**config.mk**
```make
export PLATFORM = sky130hd
export DESIGN_NAME = apbi_div
export DESIGN_NICKNAME = d
export VERILOG_FILES = /design/src/sv/apbi_pkg.sv /design/src/sv/apbi_div.sv
export SDC_FILE = /design/constraint.sdc
export NUM_CORES = 1
export LEC_CHECK = 0
export BUFFER_PORTS_ARGS = -buffer_cell sky130_fd_sc_hd__buf_2
export CAP_MARGIN = 30
export CORE_UTILIZATION = 25
export DETAILED_ROUTE_END_ITERATION = 12
export GPL_ROUTABILITY_DRIVEN = 1
export SLEW_MARGIN = 40
export SYNTH_ARGS = -nofsm -noshare
export SYNTH_HDL_FRONTEND = slang
export SYNTH_SLANG_ARGS = --single-unit
```
**constraint.sdc**
```tcl
create_clock -name i_clk -period 6.09 [get_ports i_clk]
set_input_delay 0.9135 -clock i_clk [delete_from_list [all_inputs] [get_ports i_clk]]
set_output_delay 0.9135 -clock i_clk [all_outputs]
set_load 0.005 [all_outputs]
```
**src/sv/apbi_pkg.sv**
```systemverilog
// Shared types and constants for the antenna PCV bilinear interpolator.
// No dependencies; imported by every module of the block.
`timescale 1ns / 1ps

package apbi_pkg;

    // shared restoring divider: numerator and denominator widths
    localparam int DIV_NW = 52;
    localparam int DIV_DW = 32;

    localparam int VAL_W = 16;
    localparam int OUT_W = 20;
    localparam int WGT_W = 18;
    localparam int ACC_W = 52;

    localparam logic signed [OUT_W-1:0] OUT_MAX = 20'sd524287;
    localparam logic signed [OUT_W-1:0] OUT_MIN = -20'sd524288;

    localparam logic [1:0] MODE_LOAD_ZEN  = 2'd0;
    localparam logic [1:0] MODE_LOAD_GRID = 2'd1;
    localparam logic [1:0] MODE_QUERY     = 2'd2;

    localparam logic [2:0] CFG_ZEN_START  = 3'd0;
    localparam logic [2:0] CFG_ZEN_STEP   = 3'd1;
    localparam logic [2:0] CFG_ZEN_POINTS = 3'd2;
    localparam logic [2:0] CFG_AZI_STEP   = 3'd3;
    localparam logic [2:0] CFG_AZI_POINTS = 3'd4;

    typedef enum logic [3:0] {
        ST_IDLE,
        ST_ZGO,
        ST_ZWAIT,
        ST_AGO,
        ST_AWAIT,
        ST_BASE,
        ST_WGT,
        ST_MAC,
        ST_QGO,
        ST_QWAIT,
        ST_SAT,
        ST_RES
    } t_state;

    typedef struct packed {
        logic we;
        logic re;
        logic grid;
    } t_tbl_ctl;

endpackage

```
**src/sv/apbi_div.sv**
```systemverilog
// Unsigned restoring divider, one quotient bit per cycle.
// Depends on apbi_pkg for its widths.
`timescale 1ns / 1ps

module apbi_div (
    input  logic                        i_clk,
    input  logic                        i_rst_n,
    input  logic                        i_start,
    input  logic [apbi_pkg::DIV_NW-1:0] i_num,
    input  logic [apbi_pkg::DIV_DW-1:0] i_den,
    output logic                        o_done,
    output logic [apbi_pkg::DIV_NW-1:0] o_quot
);
    import apbi_pkg::*;

    localparam int CW = $clog2(DIV_NW + 1);

    logic [DIV_DW-1:0] r_rem;
    logic [DIV_NW-1:0] r_quo;
    logic [DIV_DW-1:0] r_den;
    logic [CW-1:0]     r_cnt;
    logic              r_busy;
    logic              r_done;
    logic [DIV_DW:0]   trial;
    logic              fits;

    assign trial = {r_rem, r_quo[DIV_NW-1]};
    assign fits  = (trial >= {1'b0, r_den});

    always_ff @(posedge i_clk) begin
        if (!i_rst_n) begin
            r_busy <= 1'b0;
            r_done <= 1'b0;
            r_cnt  <= '0;
        end else begin
            r_done <= 1'b0;
            if (i_start) begin
                r_busy <= 1'b1;
                r_cnt  <= CW'(DIV_NW);
            end else if (r_busy) begin
                r_cnt <= r_cnt - 1'b1;
                if (r_cnt == CW'(1)) begin
                    r_busy <= 1'b0;
                    r_done <= 1'b1;
                end
            end
        end
    end

    always_ff @(posedge i_clk) begin
        if (i_start) begin
            r_rem <= '0;
            r_quo <= i_num;
            r_den <= i_den;
        end else if (r_busy) begin
            r_rem <= fits ? DIV_DW'(trial - {1'b0, r_den}) : DIV_DW'(trial);
            r_quo <= {r_quo[DIV_NW-2:0], fits};
        end
    end

    assign o_done = r_done;
    assign o_quot = r_quo;

    a_start_busy: assert property (@(posedge i_clk) disable iff (!i_rst_n)
        i_start |=> r_busy)
        else $error("divider did not start");
    a_no_restart: assert property (@(posedge i_clk) disable iff (!i_rst_n)
        !(i_start && r_busy))
        else $error("divider restarted while busy");
    a_done_after_busy: assert property (@(posedge i_clk) disable iff (!i_rst_n)
        r_done |-> $past(r_busy))
        else $error("divider done without work");

endmodule

```
; Yosys cells after proc, flatten, opt, wreduce, memory -nomap -nowiden
; Index checks and enable logic that the tools add are counted.
[word_totals]
regBits = 124
in_bits = 87
out_inout_bits = 53
wordCells = 25
[classes]
add_sub_neg = 2
magnitude_cmp = 1
eq_ne = 1
n_mux = 9
bitwise_logic = 2
reduce_logical = 3
[op_table]
columns = operator, count
row1 = 52-bit 2-to-1 mux, 2
row2 = 33-bit by 32-bit >= comparator with 1-bit output, 1
row3 = 32-bit 2-to-1 mux, 1
row4 = 32-bit subtractor, 1
row5 = 6-bit 2-to-1 mux, 2
row6 = 6-bit by 1-bit == test with 1-bit output (second input constant), 1
row7 = 6-bit by 1-bit subtractor with 6-bit output (second input constant), 1
row8 = 1-bit 2-to-1 mux, 4
row9 = 3-bit OR reduction, 1
row10 = 1-bit inverter, 2
row11 = 2-bit nonzero test, 1
row12 = 2-bit OR reduction, 1

; Depth between registers and ports, before layout
[logic_depth]
ltp_word = 4
depth_mapped = 14
mapped_depth_nobuf = 11

; Worst setup path after synthesis
; OpenSTA, ideal clock, no wires.
[synth_path]
path_kind = in2reg
startpoint = input i_start
endpoint = register r_quo[0] (netlist: o_quot[0]), enable pin
setup_time_ns = 0.411
arrival_ns = 2.672
t_required_ns = 5.679
slack_ns = 3.008
stages = 4
n_path_buf = 2
cell_sequence = clkbuf_1 -> clkbuf_1 -> inv_1 -> nand2_1
[synth_via]
elab_chain_cells = 1
[synth_lines]
columns = element, line
row1 = from (decl), apbi_div.sv:8  ; input logic i_start,
row2 = 2-bit nonzero test (no source line), n/a
row3 = to (signal assigned), apbi_div.sv:53  ; r_quo <= i_num;
row4 = to (signal assigned), apbi_div.sv:57  ; r_quo <= {r_quo[DIV_NW-2:0], fits};
row5 = to (decl), apbi_div.sv:19  ; logic [DIV_NW-1:0] r_quo;
; Every way passes these cells.
; A chain may end at the register's enable or synchronous reset.

; Worst setup path after layout
[layout_path]
startpoint = register r_quo[51] (netlist: o_quot[51])
endpoint = register r_rem[22]
[layout_via]
elab_chain_cells = 2
elab_cells_between_ends = 3
cone_classes = add/sub: 1 / order compare: 1 / mux: 1
[layout_lines]
columns = element, line
row1 = 32-bit subtractor or 33-bit by 32-bit >= comparator with 1-bit output (tied branches), "apbi_div.sv:56, apbi_div.sv:28"
row2 = 32-bit 2-to-1 mux *, apbi_div.sv:56  ; r_rem <= fits ? DIV_DW'(trial - {1'b0, r_den}) : DIV_DW'(trial);
row3 = to (signal assigned), apbi_div.sv:56
row4 = to (decl), apbi_div.sv:18  ; logic [DIV_DW-1:0] r_rem;
; Mark *: on every way between the ends. The rest lies on a longest branch, timed or not.

==> flow_metrics.tcl <==
set metrics [dict create \
    postSynthCellCount 671 \
    core_area_um2 27000 \
    period_minus_slack_ns 3.18 \
    antenna_found_initial 1 \
    drv_slew 0 \
    yosysSeqAreaShare 0.480 \
    p_total_mw 2.58 \
    clk_pin_slew_ns 0.06 \
    synth_area_um2 6920 \
    area_delta_synth_final_pct 22.4 \
    ir_drop_mv 0.201 \
    power.switching_mw 0.813 \
    drive_above_1_share 0.297 \
    reg2reg_depth 11 \
    p_sw_frac 0.315 \
    postPlaceCellArea_um2 7880 \
    setup_viol 0 \
    fin_setup_tns_ns 0 \
    crit_chain "inv_1, ha_1, fa_1, nor2b_1, o2111ai_1, a2111o_1, a31o_2, a21oi_1, nor3_1, or3b_1, a311oi_2" \
    antenna_cells 0 \
    worstHoldEndpoint "r_rem[1]" \
    grt_setup_unrepaired "no" \
    avgRoutedWirePerCell_um 15.2 \
    rr_startpoint "o_quot[51]" \
    grt_pass1_wl_um 28100 \
    wl_um 17500 \
    yosys_register_bits 124 \
    io_pins 140 \
    grt_pass1_vias 5521 \
    worstReg2RegEnd "r_rem[22]" \
    die_h_um 168 \
    htree_levels 4 \
    whs_ns 0.488 \
    dpl.cell_count 1115 \
    p_seq_frac 0.402 \
    hold_buffers 0 \
    crit_fanout 4 \
    initial_core_util 0.256 \
    gp_congestion 0.854 \
    post_cts_buffers 0 \
    worstSkewPairLatency_ns 0.42 \
    crit_type "reg2reg" \
    fin_area_um2 8470 \
    power_density_nw_per_um2 305 \
    dr.first_iter.drc_count 247 \
    chipWidth_um 168 \
    root_buffer "clkbuf_16" \
    hp-start "r_rem[1]" \
    synth_warnings 0 \
    final_hold_viol_count 0 \
    slowest_delay_ns 0.48 \
    hpwl_um 12400 \
    fill_cells 2822 \
    fin_util 0.314 \
    start_kind "flip-flop" \
    final_nets 915 \
    rrSetupSlack_ns 2.91 \
    outcome "finished, final reports clean" \
    ys_async_sr_fraction 0 \
    maxCapViolCount 0 \
    vias 5408 \
    fin_ws_ns 2.91 \
    pwr-share-clk 0.393 \
    cts_buffers 17 \
    fmax_mhz 315 \
    first_pass_iters 4 \
    cts_sinks 124 \
    drc 0 \
    grt.total_usage 0.126 \
    synthFlopType "edfxtp_1" \
    clockBufferDepth 2 \
    hold_class "reg2reg" \
    die-area_um2 28400 \
    hold_depth 2 \
    cts_tree "yes" \
    postRouteAntennaNets 0 \
    p_leak_nw 3.58 \
    syn_area_per_cell_um2 10.3 \
    syn-num-nets 793 \
    comb_power_share 0.205 \
    fin_cells 1147 \
    grt_max_degree 63 \
    cp_slowest_cell "a2111o_1" \
    via_per_inst 4.71 \
    skew_ns 0.0136 \
    dp_slack_ns 2.99 \
    final.period_utilization 0.522 \
    cts_resized 0 \
    worstPathArrival_ns 3.51 \
    slew_headroom 0.491 \
    globalRouteOverflowTotal 0 \
    end_kind "flip-flop" \
    yosysUniqueCellTypes 55 \
    rows 60 \
    worstMarginPinSlew_ns 0.763 \
    io_buffer_count 139 \
    synth_edf_count 84 \
    internal_power_mw 1.77 \
    critPathRequiredTime_ns 6.42 \
]
## cell families (layout without fill, tap and decap cells)
kind of cell	Yosys count	after routing	share of synthesized area
AND/OR/NAND/NOR	187	187	0.124
AO/OA/AOI/OAI	157	157	0.158
flip-flops	124	124	0.480
buffers and inverters	90	225	0.0553
multiplexers	53	53	0.0859
adder cells (fa/ha/maj)	35	35	0.0644
XOR/XNOR	25	25	0.0316
## worst max-delay path: cells and delay by family, from the launching register on
family | cells | cell delay [ns]
adders and majority gates | 2 | 0.62
and+or+nand+nor | 3 | 0.66
DFF | 1 | 0.38
buffers and inverters | 1 | 0.06
AOI/OAI and AO/OA | 5 | 1.38
## worst max path at each step
stage	start	to	slack (ns)
6_report	o_quot[51]	r_rem[22]	2.91
5_1_grt	r_den[3]	r_rem[31]	2.69
4_1_cts	r_den[0]	r_rem[22]	2.94
3_5_place_dp	o_quot[51]	r_rem[22]	2.99
3_3_place_gp	r_den[4]	r_rem[30]	2.80
2_1_floorplan	i_start	o_quot[0]	3.01
## flip-flops by register name, indices dropped and copies added (netlist names)
name / cells
r_rem: 32
o_quot: 52
r_cnt: 6
o_done: 1
r_busy: 1
r_den: 32
## cell usage in the layout, fill, tap and decap left out, types with 17 or more instances in the layout
| cell | synthesis | final |
|---|---|---|
| buf_2 | 14 | 138 |
| edfxtp_1 | 84 | 84 |
| nand2_1 | 69 | 67 |
| inv_1 | 51 | 51 |
| mux2_2 | 51 | 51 |
| nor2_1 | 51 | 51 |
| a21oi_1 | 46 | 46 |
| dfxtp_1 | 40 | 39 |
| ha_1 | 34 | 34 |
| o21ai_0 | 22 | 22 |
| a311oi_1 | 22 | 22 |
| clkbuf_16 | 0 | 17 |
## Yosys cell counts, types with 3 or more instances
| master | count | area (um^2) |
|---|---|---|
| nand2b_1 | 4 | 25.0 |
| a211oi_1 | 6 | 45.0 |
| or3_1 | 6 | 37.5 |
| dfxtp_1 | 40 | 801 |
| nand4_1 | 16 | 100 |
| o21a_1 | 6 | 45.0 |
| nor2_1 | 51 | 191 |
| inv_1 | 51 | 191 |
| a311oi_1 | 22 | 193 |
| a311oi_2 | 3 | 45.0 |
| nand3_1 | 16 | 80.1 |
| nand2_1 | 69 | 259 |
| o21bai_1 | 3 | 22.5 |
| a21o_1 | 16 | 120 |
| mux2_2 | 51 | 574 |
| a2bb2oi_1 | 3 | 26.3 |
| a21boi_0 | 7 | 52.6 |
| xnor2_1 | 15 | 131 |
| nor2b_1 | 4 | 25.0 |
| clkbuf_1 | 17 | 63.8 |
| o211ai_1 | 4 | 30.0 |
| a21oi_1 | 46 | 230 |
| ha_1 | 34 | 425 |
| nor4_1 | 5 | 31.3 |
| edfxtp_1 | 84 | 2520 |
| buf_4 | 5 | 37.5 |
| or3b_1 | 3 | 26.3 |
| xor2_1 | 10 | 87.6 |
| o21ai_0 | 22 | 110 |
| a31oi_1 | 4 | 25.0 |
| buf_2 | 14 | 70.1 |
| nor3_1 | 6 | 30.0 |
## metal layers
| layer | global-route usage | vias to the layer above | wire, um |
|---|---|---|---|
| met5 | 0 | - | 17 |
| met4 | 0.0387 | 2 | 229 |
| met3 | 0.0416 | 17 | 1130 |
| met2 | 0.209 | 158 | 8140 |
| met1 | 0.154 | 2529 | 7970 |
| li1 | - | 2702 | - |
## layout make-up
type	instances	area, um^2	area share
Inverter	51	191	0.0226
Clock inverter	15	165	0.0195
Timing Repair Buffer	142	721	0.0850
Clock buffer	17	425	0.0502
Sequential cell	124	3320	0.392
Tap cell	341	427	0.0503
Multi-Input combinational cell	457	3220	0.380
## power groups by stage
stage / logic (mW) / clock network (mW) / registers [mW]
floorplan: 0.380 / 0 / 1.05
global placement: 0.526 / 0 / 1.05
detailed placement: 0.531 / 0 / 1.06
CTS: 0.533 / 1.05 / 1.04
global route: 0.591 / 1.08 / 1.05
finish: 0.530 / 1.01 / 1.04
No activity file was read; power rests on OpenSTA's default activity.
